==> src/hdl/tse_pkg.sv <==
`default_nettype none

package tse_pkg;

    localparam int PACKET_BYTES_DEF = 188;

    localparam int POS_W = 8;
    localparam int AT_W = 9;
    localparam int OFF_W = AT_W + 1;

    localparam int TS_W = 33;
    localparam int PCR_W = 42;
    localparam int PCR_RAW_W = 48;
    localparam int TS_RAW_W = 40;
    localparam int PCR_EXT_W = 9;
    localparam int FOUND_W = 5;

    localparam int IN_TDATA_W = 8;
    localparam int IN_TUSER_W = 1;
    localparam int OUT_TDATA_W = 184;

    localparam logic [7:0] SYNC_BYTE = 8'h47;
    localparam logic [PCR_EXT_W-1:0] PCR_SCALE = 9'd300;

    localparam logic [POS_W-1:0] POS_SYNC = 8'd0;
    localparam logic [POS_W-1:0] POS_ERR = 8'd1;
    localparam logic [POS_W-1:0] POS_AFC = 8'd3;
    localparam logic [POS_W-1:0] POS_ALEN = 8'd4;
    localparam logic [POS_W-1:0] POS_AFLAGS = 8'd5;

    localparam logic [AT_W-1:0] PCR_AT = 9'd6;
    localparam logic [AT_W-1:0] PES_AT_PLAIN = 9'd4;
    localparam logic [AT_W-1:0] ADP_BODY_AT = 9'd5;
    localparam logic [AT_W-1:0] AT_PENDING = 9'h1FF;

    localparam int FND_PCR = 0;
    localparam int FND_OPCR = 1;
    localparam int FND_SPLICE = 2;
    localparam int FND_DTS = 3;
    localparam int FND_PTS = 4;

    localparam logic [7:0] SID_PROGRAM_MAP = 8'hBC;
    localparam logic [7:0] SID_PADDING = 8'hBE;
    localparam logic [7:0] SID_PRIVATE_2 = 8'hBF;
    localparam logic [7:0] SID_ECM = 8'hF0;
    localparam logic [7:0] SID_EMM = 8'hF1;
    localparam logic [7:0] SID_DIRECTORY = 8'hFF;
    localparam logic [7:0] SID_DSMCC = 8'hF2;
    localparam logic [7:0] SID_H222_E = 8'hF8;

    typedef struct packed {
        logic                 accepted;
        logic [FOUND_W-1:0]   found;
        logic [PCR_RAW_W-1:0] pcr_raw;
        logic [TS_RAW_W-1:0]  opcr_raw;
        logic [TS_RAW_W-1:0]  splice_raw;
        logic [TS_RAW_W-1:0]  dts_raw;
        logic [TS_RAW_W-1:0]  pts_raw;
    } tse_raw_t;

    function automatic logic excluded_id(input logic [7:0] id);
        logic r;
        case (id) inside
            SID_PROGRAM_MAP, SID_PADDING, SID_PRIVATE_2, SID_ECM,
            SID_EMM, SID_DIRECTORY, SID_DSMCC, SID_H222_E: r = 1'b1;
            default: r = 1'b0;
        endcase
        return r;
    endfunction

    // PES style timestamp: 3, 15 and 15 bits separated by marker bits.
    function automatic logic [TS_W-1:0] ts_decode(input logic [TS_RAW_W-1:0] r);
        return {r[35:33], r[31:24], r[23:17], r[15:8], r[7:1]};
    endfunction

    // Clock reference base: 32 bits and the top bit of the fifth byte.
    function automatic logic [TS_W-1:0] base_decode(input logic [TS_RAW_W-1:0] r);
        return r[TS_RAW_W-1:TS_RAW_W-TS_W];
    endfunction

    function automatic logic [OFF_W-1:0] offset(input logic [POS_W-1:0] p,
                                                input logic [AT_W-1:0] at);
        return OFF_W'(p) - OFF_W'(at);
    endfunction

    function automatic logic in_span(input logic [OFF_W-1:0] d,
                                     input logic [AT_W-1:0] lo,
                                     input logic [AT_W-1:0] hi);
        return !d[OFF_W-1] && (d[AT_W-1:0] >= lo) && (d[AT_W-1:0] <= hi);
    endfunction

endpackage

`default_nettype wire

==> src/hdl/tse_parser.sv <==
`default_nettype none

module tse_parser #(
    parameter int PACKET_BYTES = tse_pkg::PACKET_BYTES_DEF
) (
    input  logic                           clk,
    input  logic                           rst_n,
    input  logic                           s_tvalid,
    output logic                           s_tready,
    input  logic [tse_pkg::IN_TDATA_W-1:0] s_tdata,
    input  logic [tse_pkg::IN_TUSER_W-1:0] s_tuser,
    input  logic                           out_space,
    output logic                           done,
    output tse_pkg::tse_raw_t              raw
);
    import tse_pkg::*;

    localparam logic [POS_W-1:0] LAST_POS = POS_W'(PACKET_BYTES - 1);

    localparam logic [AT_W-1:0] OFS_ZERO = 9'd0;
    localparam logic [AT_W-1:0] OFS_SC1 = 9'd1;
    localparam logic [AT_W-1:0] OFS_SC2 = 9'd2;
    localparam logic [AT_W-1:0] OFS_SID = 9'd3;
    localparam logic [AT_W-1:0] OFS_TS_LAST = 9'd4;
    localparam logic [AT_W-1:0] OFS_PCR_LAST = 9'd5;
    localparam logic [AT_W-1:0] OFS_PES_FLAGS = 9'd7;
    localparam logic [AT_W-1:0] OFS_PTS_FIRST = 9'd9;
    localparam logic [AT_W-1:0] OFS_PTS_LAST = 9'd13;
    localparam logic [AT_W-1:0] OFS_DTS_FIRST = 9'd14;
    localparam logic [AT_W-1:0] OFS_DTS_LAST = 9'd18;
    localparam logic [AT_W-1:0] REF_FIELD_LEN = 9'd6;
    localparam logic [AT_W-1:0] LTW_LEN = 9'd2;
    localparam logic [AT_W-1:0] RATE_LEN = 9'd3;

    logic                 collect_reg, collect_next;
    logic [POS_W-1:0]     pos_reg, pos_next;
    logic                 hdr_ok_reg, hdr_ok_next;
    logic                 afc_reg, afc_next;
    logic                 adp_reg, adp_next;
    logic                 pcr_en_reg, pcr_en_next;
    logic                 opcr_en_reg, opcr_en_next;
    logic                 priv_en_reg, priv_en_next;
    logic                 ext_en_reg, ext_en_next;
    logic                 spl_en_reg, spl_en_next;
    logic [AT_W-1:0]      opcr_at_reg, opcr_at_next;
    logic [AT_W-1:0]      priv_at_reg, priv_at_next;
    logic [AT_W-1:0]      ext_at_reg, ext_at_next;
    logic [AT_W-1:0]      spl_at_reg, spl_at_next;
    logic                 pes_ok_reg, pes_ok_next;
    logic [AT_W-1:0]      pes_at_reg, pes_at_next;
    logic                 pts_en_reg, pts_en_next;
    logic                 dts_en_reg, dts_en_next;
    logic [FOUND_W-1:0]   found_reg, found_next;
    logic [PCR_RAW_W-1:0] pcr_acc_reg, pcr_acc_next;
    logic [TS_RAW_W-1:0]  opcr_acc_reg, opcr_acc_next;
    logic [TS_RAW_W-1:0]  spl_acc_reg, spl_acc_next;
    logic [TS_RAW_W-1:0]  dts_acc_reg, dts_acc_next;
    logic [TS_RAW_W-1:0]  pts_acc_reg, pts_acc_next;

    logic                 take;
    logic                 start;
    logic [7:0]           b;
    logic [POS_W-1:0]     p;
    logic [AT_W-1:0]      p_ext;
    logic [OFF_W-1:0]     d_pcr, d_opcr, d_spl, d_pes;
    logic [AT_W-1:0]      opcr_at_calc, priv_at_calc;

    assign s_tready = !(collect_reg && (pos_reg == LAST_POS)) || out_space;

    always_comb
    begin
        take = s_tvalid && s_tready;
        start = s_tuser[0];
        b = s_tdata;
        p = start ? '0 : pos_reg;
        p_ext = AT_W'(p);

        d_pcr = offset(p, PCR_AT);
        d_opcr = offset(p, opcr_at_reg);
        d_spl = offset(p, spl_at_reg);
        d_pes = offset(p, pes_at_reg);

        opcr_at_calc = PCR_AT + (b[4] ? REF_FIELD_LEN : '0);
        priv_at_calc = opcr_at_calc + (b[3] ? REF_FIELD_LEN : '0) + AT_W'(b[2]);

        collect_next = collect_reg;
        pos_next = pos_reg;
        hdr_ok_next = hdr_ok_reg;
        afc_next = afc_reg;
        adp_next = adp_reg;
        pcr_en_next = pcr_en_reg;
        opcr_en_next = opcr_en_reg;
        priv_en_next = priv_en_reg;
        ext_en_next = ext_en_reg;
        spl_en_next = spl_en_reg;
        opcr_at_next = opcr_at_reg;
        priv_at_next = priv_at_reg;
        ext_at_next = ext_at_reg;
        spl_at_next = spl_at_reg;
        pes_ok_next = pes_ok_reg;
        pes_at_next = pes_at_reg;
        pts_en_next = pts_en_reg;
        dts_en_next = dts_en_reg;
        found_next = found_reg;
        pcr_acc_next = pcr_acc_reg;
        opcr_acc_next = opcr_acc_reg;
        spl_acc_next = spl_acc_reg;
        dts_acc_next = dts_acc_reg;
        pts_acc_next = pts_acc_reg;
        done = 1'b0;

        // A packet start drops whatever was open and clears the field trackers.
        if (take && start)
        begin
            afc_next = 1'b0;
            adp_next = 1'b0;
            pcr_en_next = 1'b0;
            opcr_en_next = 1'b0;
            priv_en_next = 1'b0;
            ext_en_next = 1'b0;
            spl_en_next = 1'b0;
            pes_ok_next = 1'b0;
            pes_at_next = AT_PENDING;
            pts_en_next = 1'b0;
            dts_en_next = 1'b0;
            found_next = '0;
        end

        if (take && (start || collect_reg))
        begin
            if (p == POS_SYNC)
            begin
                hdr_ok_next = (b == SYNC_BYTE);
            end
            if (p == POS_ERR)
            begin
                hdr_ok_next = hdr_ok_reg && !b[7];
            end
            if (p == POS_AFC)
            begin
                afc_next = b[5];
                pes_ok_next = b[4];
                pes_at_next = b[5] ? AT_PENDING : PES_AT_PLAIN;
            end
            if (p == POS_ALEN)
            begin
                adp_next = afc_reg && (b != 8'd0);
                if (afc_reg)
                begin
                    pes_at_next = ADP_BODY_AT + AT_W'(b);
                end
            end
            if ((p == POS_AFLAGS) && adp_reg)
            begin
                pcr_en_next = b[4];
                opcr_en_next = b[3];
                priv_en_next = b[1];
                ext_en_next = b[0];
                opcr_at_next = opcr_at_calc;
                priv_at_next = priv_at_calc;
                ext_at_next = priv_at_calc;
            end

            // Transport private data is skipped by its own length byte.
            if (priv_en_reg && (p_ext == priv_at_reg))
            begin
                ext_at_next = priv_at_reg + AT_W'(1) + AT_W'(b);
            end
            if (ext_en_reg && (p_ext == ext_at_reg + AT_W'(1)))
            begin
                spl_en_next = b[5];
                spl_at_next = ext_at_reg + LTW_LEN + (b[7] ? LTW_LEN : '0)
                              + (b[6] ? RATE_LEN : '0);
            end

            if (pcr_en_reg && in_span(d_pcr, OFS_ZERO, OFS_PCR_LAST))
            begin
                pcr_acc_next = {pcr_acc_reg[PCR_RAW_W-9:0], b};
                if (d_pcr == OFF_W'(OFS_PCR_LAST))
                begin
                    found_next[FND_PCR] = 1'b1;
                end
            end
            if (opcr_en_reg && in_span(d_opcr, OFS_ZERO, OFS_TS_LAST))
            begin
                opcr_acc_next = {opcr_acc_reg[TS_RAW_W-9:0], b};
                if (d_opcr == OFF_W'(OFS_TS_LAST))
                begin
                    found_next[FND_OPCR] = 1'b1;
                end
            end
            if (spl_en_reg && in_span(d_spl, OFS_ZERO, OFS_TS_LAST))
            begin
                spl_acc_next = {spl_acc_reg[TS_RAW_W-9:0], b};
                if (d_spl == OFF_W'(OFS_TS_LAST))
                begin
                    found_next[FND_SPLICE] = 1'b1;
                end
            end

            // The PES header needs the 00 00 01 start code and an allowed stream id.
            if ((d_pes == OFF_W'(OFS_ZERO)) && (b != 8'h00))
            begin
                pes_ok_next = 1'b0;
            end
            if ((d_pes == OFF_W'(OFS_SC1)) && (b != 8'h00))
            begin
                pes_ok_next = 1'b0;
            end
            if ((d_pes == OFF_W'(OFS_SC2)) && (b != 8'h01))
            begin
                pes_ok_next = 1'b0;
            end
            if ((d_pes == OFF_W'(OFS_SID)) && excluded_id(b))
            begin
                pes_ok_next = 1'b0;
            end
            if ((d_pes == OFF_W'(OFS_PES_FLAGS)) && pes_ok_reg)
            begin
                pts_en_next = b[7];
                dts_en_next = b[7] && b[6];
            end
            if (pts_en_reg && in_span(d_pes, OFS_PTS_FIRST, OFS_PTS_LAST))
            begin
                pts_acc_next = {pts_acc_reg[TS_RAW_W-9:0], b};
                if (d_pes == OFF_W'(OFS_PTS_LAST))
                begin
                    found_next[FND_PTS] = 1'b1;
                end
            end
            if (dts_en_reg && in_span(d_pes, OFS_DTS_FIRST, OFS_DTS_LAST))
            begin
                dts_acc_next = {dts_acc_reg[TS_RAW_W-9:0], b};
                if (d_pes == OFF_W'(OFS_DTS_LAST))
                begin
                    found_next[FND_DTS] = 1'b1;
                end
            end

            if (p == LAST_POS)
            begin
                collect_next = 1'b0;
                pos_next = '0;
                done = 1'b1;
            end
            else
            begin
                collect_next = 1'b1;
                pos_next = p + POS_W'(1);
            end
        end
    end

    always_comb
    begin
        raw.accepted = hdr_ok_next;
        raw.found = found_next;
        raw.pcr_raw = pcr_acc_next;
        raw.opcr_raw = opcr_acc_next;
        raw.splice_raw = spl_acc_next;
        raw.dts_raw = dts_acc_next;
        raw.pts_raw = pts_acc_next;
    end

    always_ff @(posedge clk or negedge rst_n)
    begin
        if (!rst_n)
        begin
            collect_reg <= 1'b0;
            pos_reg <= '0;
            hdr_ok_reg <= 1'b0;
            afc_reg <= 1'b0;
            adp_reg <= 1'b0;
            pcr_en_reg <= 1'b0;
            opcr_en_reg <= 1'b0;
            priv_en_reg <= 1'b0;
            ext_en_reg <= 1'b0;
            spl_en_reg <= 1'b0;
            opcr_at_reg <= '0;
            priv_at_reg <= '0;
            ext_at_reg <= '0;
            spl_at_reg <= '0;
            pes_ok_reg <= 1'b0;
            pes_at_reg <= AT_PENDING;
            pts_en_reg <= 1'b0;
            dts_en_reg <= 1'b0;
            found_reg <= '0;
        end
        else
        begin
            collect_reg <= collect_next;
            pos_reg <= pos_next;
            hdr_ok_reg <= hdr_ok_next;
            afc_reg <= afc_next;
            adp_reg <= adp_next;
            pcr_en_reg <= pcr_en_next;
            opcr_en_reg <= opcr_en_next;
            priv_en_reg <= priv_en_next;
            ext_en_reg <= ext_en_next;
            spl_en_reg <= spl_en_next;
            opcr_at_reg <= opcr_at_next;
            priv_at_reg <= priv_at_next;
            ext_at_reg <= ext_at_next;
            spl_at_reg <= spl_at_next;
            pes_ok_reg <= pes_ok_next;
            pes_at_reg <= pes_at_next;
            pts_en_reg <= pts_en_next;
            dts_en_reg <= dts_en_next;
            found_reg <= found_next;
        end
    end

    always_ff @(posedge clk)
    begin
        pcr_acc_reg <= pcr_acc_next;
        opcr_acc_reg <= opcr_acc_next;
        spl_acc_reg <= spl_acc_next;
        dts_acc_reg <= dts_acc_next;
        pts_acc_reg <= pts_acc_next;
    end

endmodule

`default_nettype wire

==> src/hdl/tse_result.sv <==
`default_nettype none

module tse_result (
    input  logic                            clk,
    input  logic                            rst_n,
    input  logic                            done,
    input  tse_pkg::tse_raw_t               raw,
    output logic                            out_space,
    output logic                            m_tvalid,
    input  logic                            m_tready,
    output logic [tse_pkg::OUT_TDATA_W-1:0] m_tdata
);
    import tse_pkg::*;

    localparam int PAD_W = OUT_TDATA_W - (1 + FOUND_W + PCR_W + 4 * TS_W);

    logic                   valid_reg;
    logic [OUT_TDATA_W-1:0] data_reg, data_next;
    logic [FOUND_W-1:0]     f;
    logic [TS_W-1:0]        pcr_clk_base;
    logic [PCR_EXT_W-1:0]   pcr_ext;
    logic [PCR_W-1:0]       pcr_val;
    logic [TS_W-1:0]        opcr_val, spl_val, dts_val, pts_val;

    always_comb
    begin
        f = raw.accepted ? raw.found : '0;
        pcr_clk_base = base_decode(raw.pcr_raw[PCR_RAW_W-1:PCR_RAW_W-TS_RAW_W]);
        pcr_ext = raw.pcr_raw[PCR_EXT_W-1:0];
        pcr_val = PCR_W'(pcr_clk_base) * PCR_W'(PCR_SCALE) + PCR_W'(pcr_ext);
        opcr_val = base_decode(raw.opcr_raw);
        spl_val = ts_decode(raw.splice_raw);
        dts_val = ts_decode(raw.dts_raw);
        pts_val = ts_decode(raw.pts_raw);

        data_next = {
            {PAD_W{1'b0}},
            f[FND_PTS] ? pts_val : '0, f[FND_PTS],
            f[FND_DTS] ? dts_val : '0, f[FND_DTS],
            f[FND_SPLICE] ? spl_val : '0, f[FND_SPLICE],
            f[FND_OPCR] ? opcr_val : '0, f[FND_OPCR],
            f[FND_PCR] ? pcr_val : '0, f[FND_PCR],
            raw.accepted
        };
    end

    assign out_space = !valid_reg || m_tready;
    assign m_tvalid = valid_reg;
    assign m_tdata = data_reg;

    always_ff @(posedge clk or negedge rst_n)
    begin
        if (!rst_n)
        begin
            valid_reg <= 1'b0;
        end
        else if (done)
        begin
            valid_reg <= 1'b1;
        end
        else if (m_tready)
        begin
            valid_reg <= 1'b0;
        end
    end

    always_ff @(posedge clk)
    begin
        if (done)
        begin
            data_reg <= data_next;
        end
    end

endmodule

`default_nettype wire

==> src/hdl/ts_packet_timestamp_extractor_unit.sv <==
// Transport stream timestamp extractor.
// The input channel (s_*) carries the stream one byte per transaction, with
// s_tuser flagging the first byte of each packet. Bytes are counted within the
// fixed packet length, and the adaptation field and PES header are decoded on
// the fly as the bytes pass, so nothing of the packet is stored.
// After the last byte of a packet, one result transaction leaves on the output
// channel (m_*): the accepted flag, then PCR, OPCR base, splice DTS, PES DTS
// and PTS, each behind its found flag. Values of fields not found are zero.
// Throughput is one byte per cycle, but a packet's last byte waits while the
// output register is full. The result is valid in the cycle after the last
// byte is accepted, from a single output register. Bytes arriving outside
// an open packet are dropped; a new start flag abandons one without a result.
// When the receiver stalls, the held result stays on m_tdata and bytes keep
// flowing; only the last byte of the next packet waits until the register
// is free. Reset empties the output register and closes any open packet.
`default_nettype none

module ts_packet_timestamp_extractor_unit #(
    parameter int PACKET_BYTES = tse_pkg::PACKET_BYTES_DEF
) (
    input  logic                            clk,
    input  logic                            rst_n,
    input  logic                            s_tvalid,
    output logic                            s_tready,
    // packet_byte
    input  logic [tse_pkg::IN_TDATA_W-1:0]  s_tdata,
    // packet_start
    input  logic [tse_pkg::IN_TUSER_W-1:0]  s_tuser,
    output logic                            m_tvalid,
    input  logic                            m_tready,
    // packet_accepted, pcr_found, pcr_value, opcr_found, opcr_base,
    // splice_dts_found, splice_dts_value, pes_dts_found, pes_dts_value,
    // pts_found, pts_value, zero fill
    output logic [tse_pkg::OUT_TDATA_W-1:0] m_tdata
);
    import tse_pkg::*;

    tse_raw_t raw;
    logic     done;
    logic     out_space;

    tse_parser #(
        .PACKET_BYTES(PACKET_BYTES)
    ) u_parser (
        .clk(clk),
        .rst_n(rst_n),
        .s_tvalid(s_tvalid),
        .s_tready(s_tready),
        .s_tdata(s_tdata),
        .s_tuser(s_tuser),
        .out_space(out_space),
        .done(done),
        .raw(raw)
    );

    tse_result u_result (
        .clk(clk),
        .rst_n(rst_n),
        .done(done),
        .raw(raw),
        .out_space(out_space),
        .m_tvalid(m_tvalid),
        .m_tready(m_tready),
        .m_tdata(m_tdata)
    );

endmodule

`default_nettype wire

==> config.mk <==
export PLATFORM = sky130hd
export DESIGN_NAME = ts_packet_timestamp_extractor_unit
export DESIGN_NICKNAME = d
export VERILOG_FILES = /design/src/hdl/tse_pkg.sv /design/src/hdl/tse_parser.sv /design/src/hdl/tse_result.sv /design/src/hdl/ts_packet_timestamp_extractor_unit.sv
export SDC_FILE = /design/constraint.sdc
export NUM_CORES = 1
export LEC_CHECK = 0
export ABC_CLOCK_PERIOD_IN_PS = 15200
export BUFFER_PORTS_ARGS = -buffer_cell sky130_fd_sc_hd__clkbuf_2
export CAP_MARGIN = 10
export CORE_MARGIN = 2
export CORE_UTILIZATION = 60
export DETAILED_ROUTE_END_ITERATION = 10
export PLACE_DENSITY = 0.8
export SYNTH_ARGS = -nofsm -noshare
export SYNTH_HDL_FRONTEND = slang
export SYNTH_SLANG_ARGS = --single-unit
==> constraint.sdc <==
create_clock -name clk -period 15.2 [get_ports clk]
set_clock_uncertainty 0.05 [all_clocks]
set_input_delay 4.56 -clock clk [delete_from_list [all_inputs] [get_ports clk]]
set_output_delay 4.56 -clock clk [all_outputs]
set_load 0.01 [all_outputs]
==> metrics.yaml <==
synth:
  synth-edff-count: 199
  synth_top_family_by_area: "adder cells"
  synth.mux.area_fraction: 0.0935
  yosys.area.top_type: "edfxtp_1"
  synth_fa_ha_area_frac: 0.136
  syn_area_mm2: 0.0237
  netlist_top_cells_area: "edfxtp_1 (25%), dfxtp_1 (15%), mux2_2 (8.4%)"
  seq_area_frac_synth: 0.464
  yosys.area_share.simple: 0.135
  async_reset_ff_frac: 0.141
  synth_compound_area_frac: 0.0851
  synth_cells: 2165
  ys_ff_latch: 434
  synth_cell_types: 90
  ys.flop_type: "edfxtp_1"
  ys_warn_count: 0
  synthXorXnorAreaFrac: 0.0377
  synth_top_cell_area_share: 0.252
  syn_avg_cell_area_um2: 10.9
floorplan:
  start_util: 0.610
  die_area_mm2: 0.0411
  ios: 199
  die_x_um: 203
  fp-row-count: 72
  fp.dieH_um: 203
  core_mm2: 0.0388
placed_design:
  place_area_mm2: 0.0251
  dp_hpwl_mm: 41.4
  gp_congestion: 0.912
  io_buffer_count: 194
cells_and_area:
  final_cell_mix: "inv_1 (203), edfxtp_1 (199), clkbuf_2 (194), mux2_2 (177), dfxtp_1 (174)"
  nFillCells: 2839
  layout_commonest_cell: "inv_1"
  largest_register_ffs: 180
  final-seq-area_mm2: 0.0110
  drive_gt1_frac: 0.211
  nNetsFinal: 2572
  multi_input_area_mm2: 0.0116
  area_delta_synth_final_pct: 12.1
  stdcell_area_mm2: 0.0266
  antenna_cells: 0
routing:
  wl_per_cell_um: 19.5
  top_layer: "met4"
  routed_wl_mm: 56.5
  antenna_left: 0
  wl_met3_mm: 3.17
  drc: 0
  dr.pass1.iters: 6
  via_per_inst: 5.79
  met1Wirelength_mm: 25.0
  first_iter_violations: 1070
  vias: 16777
  wl_met2_mm: 26.9
outcome:
  outcome: "finished, final reports clean"
timing:
  timing.hold.ws_ps: 376
  period_needed_ps: 12980
  relSlewSlack: 0.298
  fin_tns_setup_ps: 0
  fmax_ghz: 0.0770
  slew_viol_final: 0
  hold_viol: 0
  setup_viol: 0
  rsz0062_at_grt: "no"
  tightest_slew_ps: 1050
  finalCritPeriodShare: 0.854
power_and_ir_drop:
  power.internal_w: 0.00191
  p_sw_w: 0.000586
  pwr-share-clk: 0.432
  powerDensity_mw_per_mm2: 93.9
  swShare: 0.235
  p_leak_nw: 11.3
  comb_power_share: 0.068
  p_seq_frac: 0.500
  ir_worst_vdd_v: 0.0000891
clock_tree:
  clk_pin_slew_ps: 60
  cts_htree_levels: 2
  ctsLongestPathBuffers: 3
  insertion_delay_ps: 580
  cts_made_buffers: 45
  cts_setup_buffers: 0
  ctsResizeCount: 0
  cts-hold-fix-buffers: 0
  root_buffer: "clkbuf_16"
  cts_tree: "done"
  clock_sinks: 434
setup_path:
  crit_fanout: 25
  r2r_slack_ps: 6120
  critical_path_required_ps: 15470
  arrival_ps: 13250
  startpoint_type: "primary input"
  path_class: "primary input to register"
  endpoint_kind: "register"
global_routing:
  grt_pass1_vias: 17151
  antenna_found_initial: 0
  grt_usage: 0.281
  grt_max_degree: 77
  overflow: 0
  grt_pass1_wl_mm: 91.4
worst_hold_path:
  min_path_type: "register to register"
flow_run:
  cap_viol_max_count: 0
[power groups by stage]
stage,combinational (W),clock (W),sequential (W)
2_1_floorplan,0.000128,0,0.00126
3_3_place_gp,0.000162,0,0.00127
3_5_place_dp,0.000166,0,0.00127
4_1_cts,0.000167,0.00109,0.00125
5_1_grt,0.000188,0.00114,0.00125
6_report,0.000170,0.00108,0.00125
[worst max-delay path: stages]
cell       delay (ps)
clkbuf_2          270
inv_2             150
nand2_1           180
clkinv_1          310
a21oi_1           350
nor2_1             80
a2111oi_0         510
and3_2            680
buf_4             380
mux2_2            390
ha_1              280
ha_1              300
fa_1              550
inv_1              60
fa_1              500
inv_1              40
ha_1              360
and3_1            210
and3_1            220
a22oi_1           450
nand3_1           170
xor2_1            280
nor4b_1           610
nand4_1           530
nor2_1            200
or4b_1            460
mux2i_1           130
[cell type report]
class                           instances  share of cell area
Tap cell                              518              0.0244
Sequential cell                       434               0.414
Inverter                              207              0.0292
Clock inverter                         19             0.00725
Multi-Input combinational cell       1442               0.436
Timing Repair Buffer                  213              0.0419
Clock buffer                           64              0.0473
[synthesized netlist by cell type (8+ instances only)]
master / number
o21ai_0: 86
nand4_1: 22
o21ai_1: 8
dfxtp_1: 174
mux2i_1: 20
o211ai_1: 14
nor4_1: 10
mux2_2: 177
dfstp_2: 9
a21o_1: 21
xor2_1: 35
nor3_1: 33
clkbuf_1: 59
nor2b_1: 107
inv_1: 203
or2_2: 9
nand2b_1: 10
edfxtp_1: 199
and2b_1: 9
a31oi_1: 19
a21oi_1: 82
dfrtp_1: 52
or3_1: 12
fa_1: 61
ha_1: 155
and2_1: 18
xnor2_1: 67
nor2_1: 115
and3_1: 51
nand3_1: 39
buf_2: 14
o21a_1: 12
nand2_1: 120
[kinds of logic after synthesis]
family / count (synthesis)
AOI/OAI and AO/OA: 317
xor gates and xnor gates: 102
adders and majority gates: 221
buffers and inverters: 292
DFF: 434
muxes: 199
other: 1
and+or+nand+nor: 599
[path summary, 6_finish.rpt]
check	depth (start not counted)	to	from
max in group asynchronous	2	u_parser.found_reg[4]	rst_n
worst min register to register	0	u_parser.pts_acc_reg[16]	u_parser.pts_acc_reg[8]
worst max register to register	25	u_result.m_tdata[42]	u_parser.pos_reg[2]
worst max-delay path	27	u_result.m_tdata[42]	s_tuser
worst min-delay path	0	u_parser.pts_acc_reg[16]	u_parser.pts_acc_reg[8]
min in group asynchronous	2	u_parser.priv_at_reg[4]	rst_n
[metrics by stage]
step / setup WS, ps / utilization / power (W) / std cells
6_report: 2220 / 0.684 / 0.00249 / 2897
5_1_grt: 1400 / 0.684 / 0.00257 / 2897
4_1_cts: 2360 / 0.684 / 0.00251 / 2897
3_5_place_dp: 1780 / 0.647 / 0.00144 / 2814
3_3_place_gp: 2100 / 0.647 / 0.00143 / 2814
2_1_floorplan: 3250 / - / 0.00139 / 2168
[routing by layer]
layer / global-route usage / vias to the layer above
met4: 0.0839 / 0
met3: 0.0422 / 103
met2: 0.472 / 523
met5: 0 / -
met1: 0.378 / 8231
li1: - / 7920
No activity file was read; power rests on OpenSTA's default activity.
